## config.mk

```make
export PLATFORM = sky130hd
export DESIGN_NAME = bcr_ctrl
export DESIGN_NICKNAME = d
export VERILOG_FILES = /design/src/design/bcr_pkg.sv /design/src/design/bcr_ctrl.sv
export SDC_FILE = /design/constraint.sdc
export NUM_CORES = 1
export LEC_CHECK = 0
export ABC_CLOCK_PERIOD_IN_PS = 1590
export BUFFER_PORTS_ARGS = -buffer_cell sky130_fd_sc_hd__clkbuf_2
export CAP_MARGIN = 20
export CORE_ASPECT_RATIO = 0.9
export CORE_MARGIN = 4
export CORE_UTILIZATION = 45
export DETAILED_ROUTE_END_ITERATION = 12
export PLACE_DENSITY = 0.69
export SYNTH_ARGS = -nofsm -noshare
export SYNTH_HDL_FRONTEND = slang
export SYNTH_SLANG_ARGS = --single-unit
```

## constraint.sdc

```tcl
create_clock -name clock -period 1.59 [get_ports clock]
set_clock_uncertainty 0.1 [all_clocks]
set_input_delay 0 -clock clock [delete_from_list [all_inputs] [get_ports clock]]
set_output_delay 0 -clock clock [all_outputs]
set_load 0.1 [all_outputs]
```

## src/design/bcr_pkg.sv

```systemverilog
// Shared types, constants and the arctangent table for the BPSK Costas loop.
// Used by bcr_ctrl, bcr_datapath and the top level; no dependencies.
package bcr_pkg;

   localparam int SAMPLE_BITS   = 16;
   localparam int LANES         = 4;
   localparam int PHASE_BITS    = 24;
   localparam int TABLE_BITS    = 10;
   localparam int CORDIC_STEPS  = 24;
   localparam int ERR_FRAC      = 30;
   localparam int LANE_W        = (LANES > 1) ? $clog2(LANES) : 1;
   localparam int SUM_W         = 2 * SAMPLE_BITS + 2;
   localparam int STEP_W        = $clog2(CORDIC_STEPS);
   localparam int CSR_IDX_W     = 2;
   localparam int CSR_DATA_W    = 25;
   localparam int PGAIN_W       = 20;
   localparam int FGAIN_W       = 16;
   localparam int MAXDEV_W      = 25;

   localparam logic [CSR_IDX_W-1:0] CSR_PHASE_GAIN = 2'd0;
   localparam logic [CSR_IDX_W-1:0] CSR_FREQ_GAIN  = 2'd1;
   localparam logic [CSR_IDX_W-1:0] CSR_MAX_DEV    = 2'd2;

   localparam logic [PGAIN_W-1:0]  PHASE_GAIN_RST = 20'd37496;
   localparam logic [FGAIN_W-1:0]  FREQ_GAIN_RST  = 16'd265;
   localparam logic [MAXDEV_W-1:0] MAX_DEV_RST    = 25'd16777216;

   typedef enum logic [3:0] {
      S_IDLE, S_ANGLE, S_ROT, S_MUL, S_SAT, S_PDET, S_PACC,
      S_ERR, S_GAINF, S_GAINP, S_UPD, S_PUSH
   } state_type;

   typedef enum logic [3:0] {
      OP_NONE, OP_LOAD, OP_ANG_INIT, OP_ROT, OP_MUL, OP_SAT, OP_PDET, OP_PACC,
      OP_ERR, OP_GAINF, OP_GAINP, OP_UPD, OP_PUSH
   } dp_op_type;

   typedef struct packed {
      dp_op_type          op;
      logic [LANE_W-1:0]  lane;
      logic [STEP_W-1:0]  step;
      logic [2:0]         mstep;
   } cmd_type;

   typedef struct packed {
      logic out_free;
   } status_type;

   function automatic logic [31:0] atan_val(input logic [STEP_W-1:0] i);
      logic [31:0] v;
      case (i)
         5'd0:  v = 32'd536870912;
         5'd1:  v = 32'd316933406;
         5'd2:  v = 32'd167458907;
         5'd3:  v = 32'd85004756;
         5'd4:  v = 32'd42667331;
         5'd5:  v = 32'd21354465;
         5'd6:  v = 32'd10679838;
         5'd7:  v = 32'd5340245;
         5'd8:  v = 32'd2670163;
         5'd9:  v = 32'd1335087;
         5'd10: v = 32'd667544;
         5'd11: v = 32'd333772;
         5'd12: v = 32'd166886;
         5'd13: v = 32'd83443;
         5'd14: v = 32'd41722;
         5'd15: v = 32'd20861;
         5'd16: v = 32'd10430;
         5'd17: v = 32'd5215;
         5'd18: v = 32'd2608;
         5'd19: v = 32'd1304;
         5'd20: v = 32'd652;
         5'd21: v = 32'd326;
         5'd22: v = 32'd163;
         5'd23: v = 32'd81;
         default: v = 32'd0;
      endcase
      return v;
   endfunction

endpackage

```

## src/design/bcr_ctrl.sv

```systemverilog
// Sequencer for the Costas loop: walks lanes, CORDIC steps and the loop update.
// Depends on bcr_pkg; drives bcr_datapath through cmd_type.
module bcr_ctrl (
   input  logic                clock,
   input  logic                reset,
   input  logic                req_valid,
   output logic                req_ready,
   input  bcr_pkg::status_type status,
   output bcr_pkg::cmd_type    cmd
);

   bcr_pkg::state_type state_ff, state_in;
   logic [bcr_pkg::LANE_W-1:0] lane_ff, lane_in;
   logic [bcr_pkg::STEP_W-1:0] step_ff, step_in;
   logic [2:0]                 mstep_ff, mstep_in;
   logic                       last_lane;

   assign last_lane = (lane_ff == bcr_pkg::LANE_W'(bcr_pkg::LANES - 1));

   always_comb begin
      state_in = state_ff;
      unique case (state_ff)
         bcr_pkg::S_IDLE:  if (req_valid) state_in = bcr_pkg::S_ANGLE;
         bcr_pkg::S_ANGLE: state_in = bcr_pkg::S_ROT;
         bcr_pkg::S_ROT: begin
            if (step_ff == bcr_pkg::STEP_W'(bcr_pkg::CORDIC_STEPS - 1))
               state_in = bcr_pkg::S_MUL;
         end
         bcr_pkg::S_MUL:   if (mstep_ff == 3'd4) state_in = bcr_pkg::S_SAT;
         bcr_pkg::S_SAT:   state_in = bcr_pkg::S_PDET;
         bcr_pkg::S_PDET:  state_in = bcr_pkg::S_PACC;
         bcr_pkg::S_PACC:  state_in = last_lane ? bcr_pkg::S_ERR : bcr_pkg::S_ANGLE;
         bcr_pkg::S_ERR:   state_in = bcr_pkg::S_GAINF;
         bcr_pkg::S_GAINF: state_in = bcr_pkg::S_GAINP;
         bcr_pkg::S_GAINP: state_in = bcr_pkg::S_UPD;
         bcr_pkg::S_UPD:   state_in = bcr_pkg::S_PUSH;
         bcr_pkg::S_PUSH:  if (status.out_free) state_in = bcr_pkg::S_IDLE;
         default:          state_in = bcr_pkg::S_IDLE;
      endcase
   end

   always_comb begin
      lane_in  = lane_ff;
      step_in  = step_ff;
      mstep_in = mstep_ff;
      unique case (state_ff)
         bcr_pkg::S_IDLE:  lane_in = '0;
         bcr_pkg::S_ANGLE: begin
            step_in  = '0;
            mstep_in = '0;
         end
         bcr_pkg::S_ROT:   step_in = step_ff + 1'b1;
         bcr_pkg::S_MUL:   mstep_in = mstep_ff + 3'd1;
         bcr_pkg::S_PACC:  lane_in = lane_ff + 1'b1;
         default: ;
      endcase
   end

   always_comb begin
      cmd.lane  = lane_ff;
      cmd.step  = step_ff;
      cmd.mstep = mstep_ff;
      req_ready = 1'b0;
      unique case (state_ff)
         bcr_pkg::S_IDLE: begin
            req_ready = 1'b1;
            cmd.op    = req_valid ? bcr_pkg::OP_LOAD : bcr_pkg::OP_NONE;
         end
         bcr_pkg::S_ANGLE: cmd.op = bcr_pkg::OP_ANG_INIT;
         bcr_pkg::S_ROT:   cmd.op = bcr_pkg::OP_ROT;
         bcr_pkg::S_MUL:   cmd.op = bcr_pkg::OP_MUL;
         bcr_pkg::S_SAT:   cmd.op = bcr_pkg::OP_SAT;
         bcr_pkg::S_PDET:  cmd.op = bcr_pkg::OP_PDET;
         bcr_pkg::S_PACC:  cmd.op = bcr_pkg::OP_PACC;
         bcr_pkg::S_ERR:   cmd.op = bcr_pkg::OP_ERR;
         bcr_pkg::S_GAINF: cmd.op = bcr_pkg::OP_GAINF;
         bcr_pkg::S_GAINP: cmd.op = bcr_pkg::OP_GAINP;
         bcr_pkg::S_UPD:   cmd.op = bcr_pkg::OP_UPD;
         bcr_pkg::S_PUSH:  cmd.op = bcr_pkg::OP_PUSH;
         default:          cmd.op = bcr_pkg::OP_NONE;
      endcase
   end

   always_ff @(posedge clock) begin
      if (reset) begin
         state_ff <= bcr_pkg::S_IDLE;
         lane_ff  <= '0;
         step_ff  <= '0;
         mstep_ff <= '0;
      end else begin
         state_ff <= state_in;
         lane_ff  <= lane_in;
         step_ff  <= step_in;
         mstep_ff <= mstep_in;
      end
   end

endmodule

```

After elaboration in Yosys (flattened, before gate mapping)
Index checks and enable logic that the tools add are counted.
Widths: inputs -> output; s select.

word-level totals
  output and inout bits = 15
  logic and storage cells = 42
  register bits = 14
  input port bits = 4

operators by class
  add/sub/neg operators = 3
  eq/ne operators = 18
  reduce and logical (&&, ||, !) cells = 5
  muxes and demuxes = 12

operators with widths
  operator             number
  $pmux 4 s12          2
  $eq 4x3->1 const B   4
  $eq 4x4->1 const B   4
  $mux 4               4
  $pmux 5 s2           1
  $eq 4x2->1 const B   2
  $ne 2x2->1 const B   4
  $pmux 3 s2           1
  $reduce_bool 2->1    3
  $add 5x1->5 const B  1
  $eq 5x5->1 const B   1
  $eq 4x1->1 const B   1
  $logic_not 4->1      1
  $pmux 2 s2           1
  $reduce_and 4->1     1
  $add 3x1->3 const B  1
  $eq 3x3->1 const B   1
  $mux 3               1
  $add 2x1->2 const B  1
  $eq 2x2->1 const B   1
  $mux 1               2

Longest topological paths before layout
  depth after elaboration = 3
  depth in mapped cells = 6
  depth with buffers taken out = 5

Worst setup path after synthesis
Ideal clock, no wire load.

  path type = register -> output
  start point = reg state_ff[1]
  end point = out req_ready
  arrival time = 2.829 ns
  stages on the path, launching flop included = 4
  required time = 1.490 ns
  path buffers = 2
  slack = -1.339 ns
  cell sequence = dfxtp_1 clkbuf_1 clkbuf_1 nor3_1

on the way
  cells in the longest elaborated chain, start to end = 2

RTL lines
  element                 line            text
  from (decl)             bcr_ctrl.sv:12  bcr_pkg::state_type state_ff, state_in;
  from (signal assigned)  bcr_ctrl.sv:86  state_ff <= bcr_pkg::S_IDLE;
  from (signal assigned)  bcr_ctrl.sv:91  state_ff <= state_in;
  $logic_not 4->1         bcr_ctrl.sv:64  unique case (state_ff)
  $mux 1                  bcr_ctrl.sv:64
  to (decl)               bcr_ctrl.sv:7   output logic req_ready,

Every way passes these cells.

Worst setup path after layout
  start point = reg state_ff[1]
  end point = reg state_ff[2]

on the way
  cells in the longest elaborated chain, start to end = 3
  elaborated cells on any way between the ends = 18
  those cells by class = 15 x eq/ne; 1 x mux; 2 x reduce/logical

RTL lines
  element                             line            text
  $eq 4x2->1 (tied with other cells)  bcr_ctrl.sv:22  unique case (state_ff)
  $ne 2x2->1 (no source line)         n/a
  $reduce_and 4->1 (no source line)   n/a

Several ways; a longest one is shown, not always the timed one.
A chain may end at the register's enable or synchronous reset.

==> results.sh <==
export IMPL_worst_slack_ns=-0.02831
export IMPL_synth_async_reset_ratio=0
export IMPL_synth_flop_cell="dfxtp_1"
export IMPL_finalCritPeriodShare=1.018
export IMPL_diodes=0
export IMPL_drive_gt1_frac=0.4247
export IMPL_start_kind="flop"
export IMPL_path_cells="or4_1 -> o31ai_2 -> a222oi_1 -> buf_4 -> nor4b_4"
export IMPL_synth_edf_count=0
export IMPL_cp_end_kind="flop"
export IMPL_p_per_area_nw_per_um2=1734
export IMPL_yosysMostFrequentCell="dfxtp_1"
export IMPL_cap_violations=0
export IMPL_fmax_mhz=617.9
export IMPL_num_fill_cells=167
export IMPL_syn_cell_area_sq_um=894.6
export IMPL_violations="setup timing"
export IMPL_drt_pass1_iterations=4
export IMPL_antenna_found_initial=0
export IMPL_yosys_area_top_type="dfxtp_1"
export IMPL_slowest_delay_ns=0.54
export IMPL_crit_required_ns=1.65
export IMPL_crit_type="flop to flop"
export IMPL_ant_nets=0
export IMPL_leakage_nw=0.5406
export IMPL_grtUsageTotal=0.1981
export IMPL_place_ws_ns=-0.01920
export IMPL_grt_pass1_vias=888
export IMPL_root_buffer="clkbuf_4"
export IMPL_drt_wl_total_mm=2.493
export IMPL_dieArea_sq_um=2767
export IMPL_status="finished with violations"
export IMPL_ys_ff_latch=14
export IMPL_global_route_overflow_total=0
export IMPL_drv_slew=0
export IMPL_dr_first_iter_drc_count=38
export IMPL_grt_max_degree=23
export IMPL_critPathArrivalTime_ns=1.68
export IMPL_dpl_hpwl_mm=1.742
export IMPL_die_w_microns=55
export IMPL_syn_inst=116
export IMPL_insertion_delay_ns=0.28
export IMPL_reg2reg_from="state_ff[1]$_SDFFE_PP0P_"
export IMPL_seq_area_sq_um=307.8
export IMPL_postSynthAreaPerCell_sq_um=7.712
export IMPL_multi_input_area_sq_um=643.1
export IMPL_ir_drop_v=0.001272
export IMPL_clk_pin_slew_ns=0.08
export IMPL_tightest_slew_ns=0.5513
export IMPL_wire_per_inst_microns=14.58
export IMPL_vias=998
export IMPL_min_path_type="input pin to output pin"
export IMPL_yosys_warnings=0
export IMPL_reg2reg_slack_ns=-0.03
export IMPL_synth_area_top_cells="dfxtp_1 (31%), o21ai_0 (7.3%), a21oi_1 (6.2%)"
export IMPL_gp_congestion=0.8432
export IMPL_start_util=0.4719
export IMPL_fin_crit_ns=1.618
export IMPL_synthTopCellsByCount="dfxtp_1 (14), o21ai_0 (13), a21oi_1 (11), nand2_1 (8), nor2_1 (7)"
export IMPL_cts_buffers=3
export IMPL_clkSinkCount=14
export IMPL_core_area_sq_um=1896
export IMPL_cts_tree="built"
export IMPL_pin_count=19
export IMPL_critical_path_top_delay_family="simple AND/OR/NAND/NOR gates"
export IMPL_cts_buffer_depth=2
export IMPL_die_h_microns=50.30
export IMPL_route_detailed_drc=0
export IMPL_hold_ws_ns=0.3059
export IMPL_io_buffers=18
export IMPL_syn_nets=124
export IMPL_rsz0062_at_grt="true"
export IMPL_area_growth_pct=47.69
export IMPL_cp_startpoint="state_ff[1]$_SDFFE_PP0P_"
export IMPL_hp_start="req_valid"
export IMPL_worst_path_buf_inv=1
export IMPL_path_max_fanout=5
export IMPL_vias_per_cell=5.836
export IMPL_synth_cell_types=37
export IMPL_ys_seq_area_frac=0.3133
export IMPL_synth_top_area_frac=0.3133
export IMPL_nets=155
export IMPL_hold_viol_final=0
export IMPL_grt_first_pass_wirelength_mm=4.071
export IMPL_max_slew_margin_rel=0.6340
export IMPL_crit_slowest_cell="or4_1"
export IMPL_finalSetupViolCount=4
export IMPL_h_tree_depth=1
export IMPL_rows=15
-- metal layers --
metal	wire length, microns	vias up	part of all wire	global-route usage
met3	123	6	0.049	0.03858
met2	1204	26	0.48	0.2992
met5	0	-	0	0
li1	-	487	-	-
met1	1108	479	0.44	0.2663
met4	56	0	0.022	0.08907
-- layout by cell type, fill, tap and decap left out, types with 2 or more instances in the layout --
cell and n:
buf_4 11, a21oi_1 10, buf_12 5, buf_6 2, nand4_1 2, o21ai_0 11, inv_1 5, and3_1 2
nand4b_1 2, nand3_1 4, dlygate4sd3_1 2, nor4_1 2, or4_1 2, nor2b_1 4, mux2i_1 2, clkbuf_4 3
clkbuf_2 13, dfxtp_4 4, nand2b_1 4, a22oi_1 3, nand2_1 7, a21o_1 2, ha_1 3, nor2_1 7
dfxtp_2 10
-- what timing repair did --
| action | in CTS | in global routing |
|---|---|---|
| hold buffers | 2 | 0 |
| pin swaps | 3 | 2 |
| hold endpoints to repair | 2 | 0 |
| buffers inserted | 2 | 2 |
| setup endpoints to repair | 5 | 7 |
| gates resized for setup | 8 | 9 |
-- sequential cells by signal, indices dropped and copies added (netlist names) --
| name | cells |
|---|---|
| mstep_ff | 3 |
| step_ff | 5 |
| lane_ff | 2 |
| state_ff | 4 |
-- per-stage QoR --
stage	power [mW]	cells	cell area (sq um)	utilization	TNS [ns]
floorplan	1.491	116	943.4	-	-1.701
global placement	1.973	162	1187	0.6264	0
detailed placement	1.998	162	1187	0.6264	-0.02926
CTS	2.252	169	1270	0.6700	-0.04841
global route	2.415	171	1321	0.6970	-0.3110
finish	2.291	171	1321	0.6970	-0.05388
-- cells by family after synthesis --
family                     Yosys count  share of synthesized area
AOI/OAI and AO/OA                   36                     0.2392
DFF                                 14                     0.3133
buffers and inverters               13                    0.05594
muxes                                3                    0.03497
xor gates and xnor gates             1                   0.009792
adders and majority gates            4                    0.05595
and+or+nand+nor                     45                     0.2909
-- report_power, final --
group          internal, mW  switching, mW  leakage, nW
logic                 0.610           1.02        0.404
registers             0.396         0.0567        0.121
clock network        0.0910          0.121       0.0154
-- worst reg2reg max path, cell delays in order (launching register included) --
cell,delay (ns)
dfxtp_2,0.35
or4_1,0.55
o31ai_2,0.08
a222oi_1,0.14
buf_4,0.17
nor4b_4,0.12
-- final timing paths --
kind / to / cells past startpoint
worst max-delay path: state_ff[2]$_SDFFE_PP0P_ / 5
worst min register to register: mstep_ff[1]$_SDFFE_PP0P_ / 2
worst max register to register: state_ff[2]$_SDFFE_PP0P_ / 5
worst min-delay path: cmd[10] / 3
-- layout make-up --
class,count,area share
inverter,6,0.01705
clock inverter,1,0.002841
multi-input combinational,89,0.4867
timing repair buffer,33,0.2197
clock buffer,3,0.01705
tap,25,0.02367
sequential,14,0.2330
Note: power is estimated with default switching activity, not from simulation.
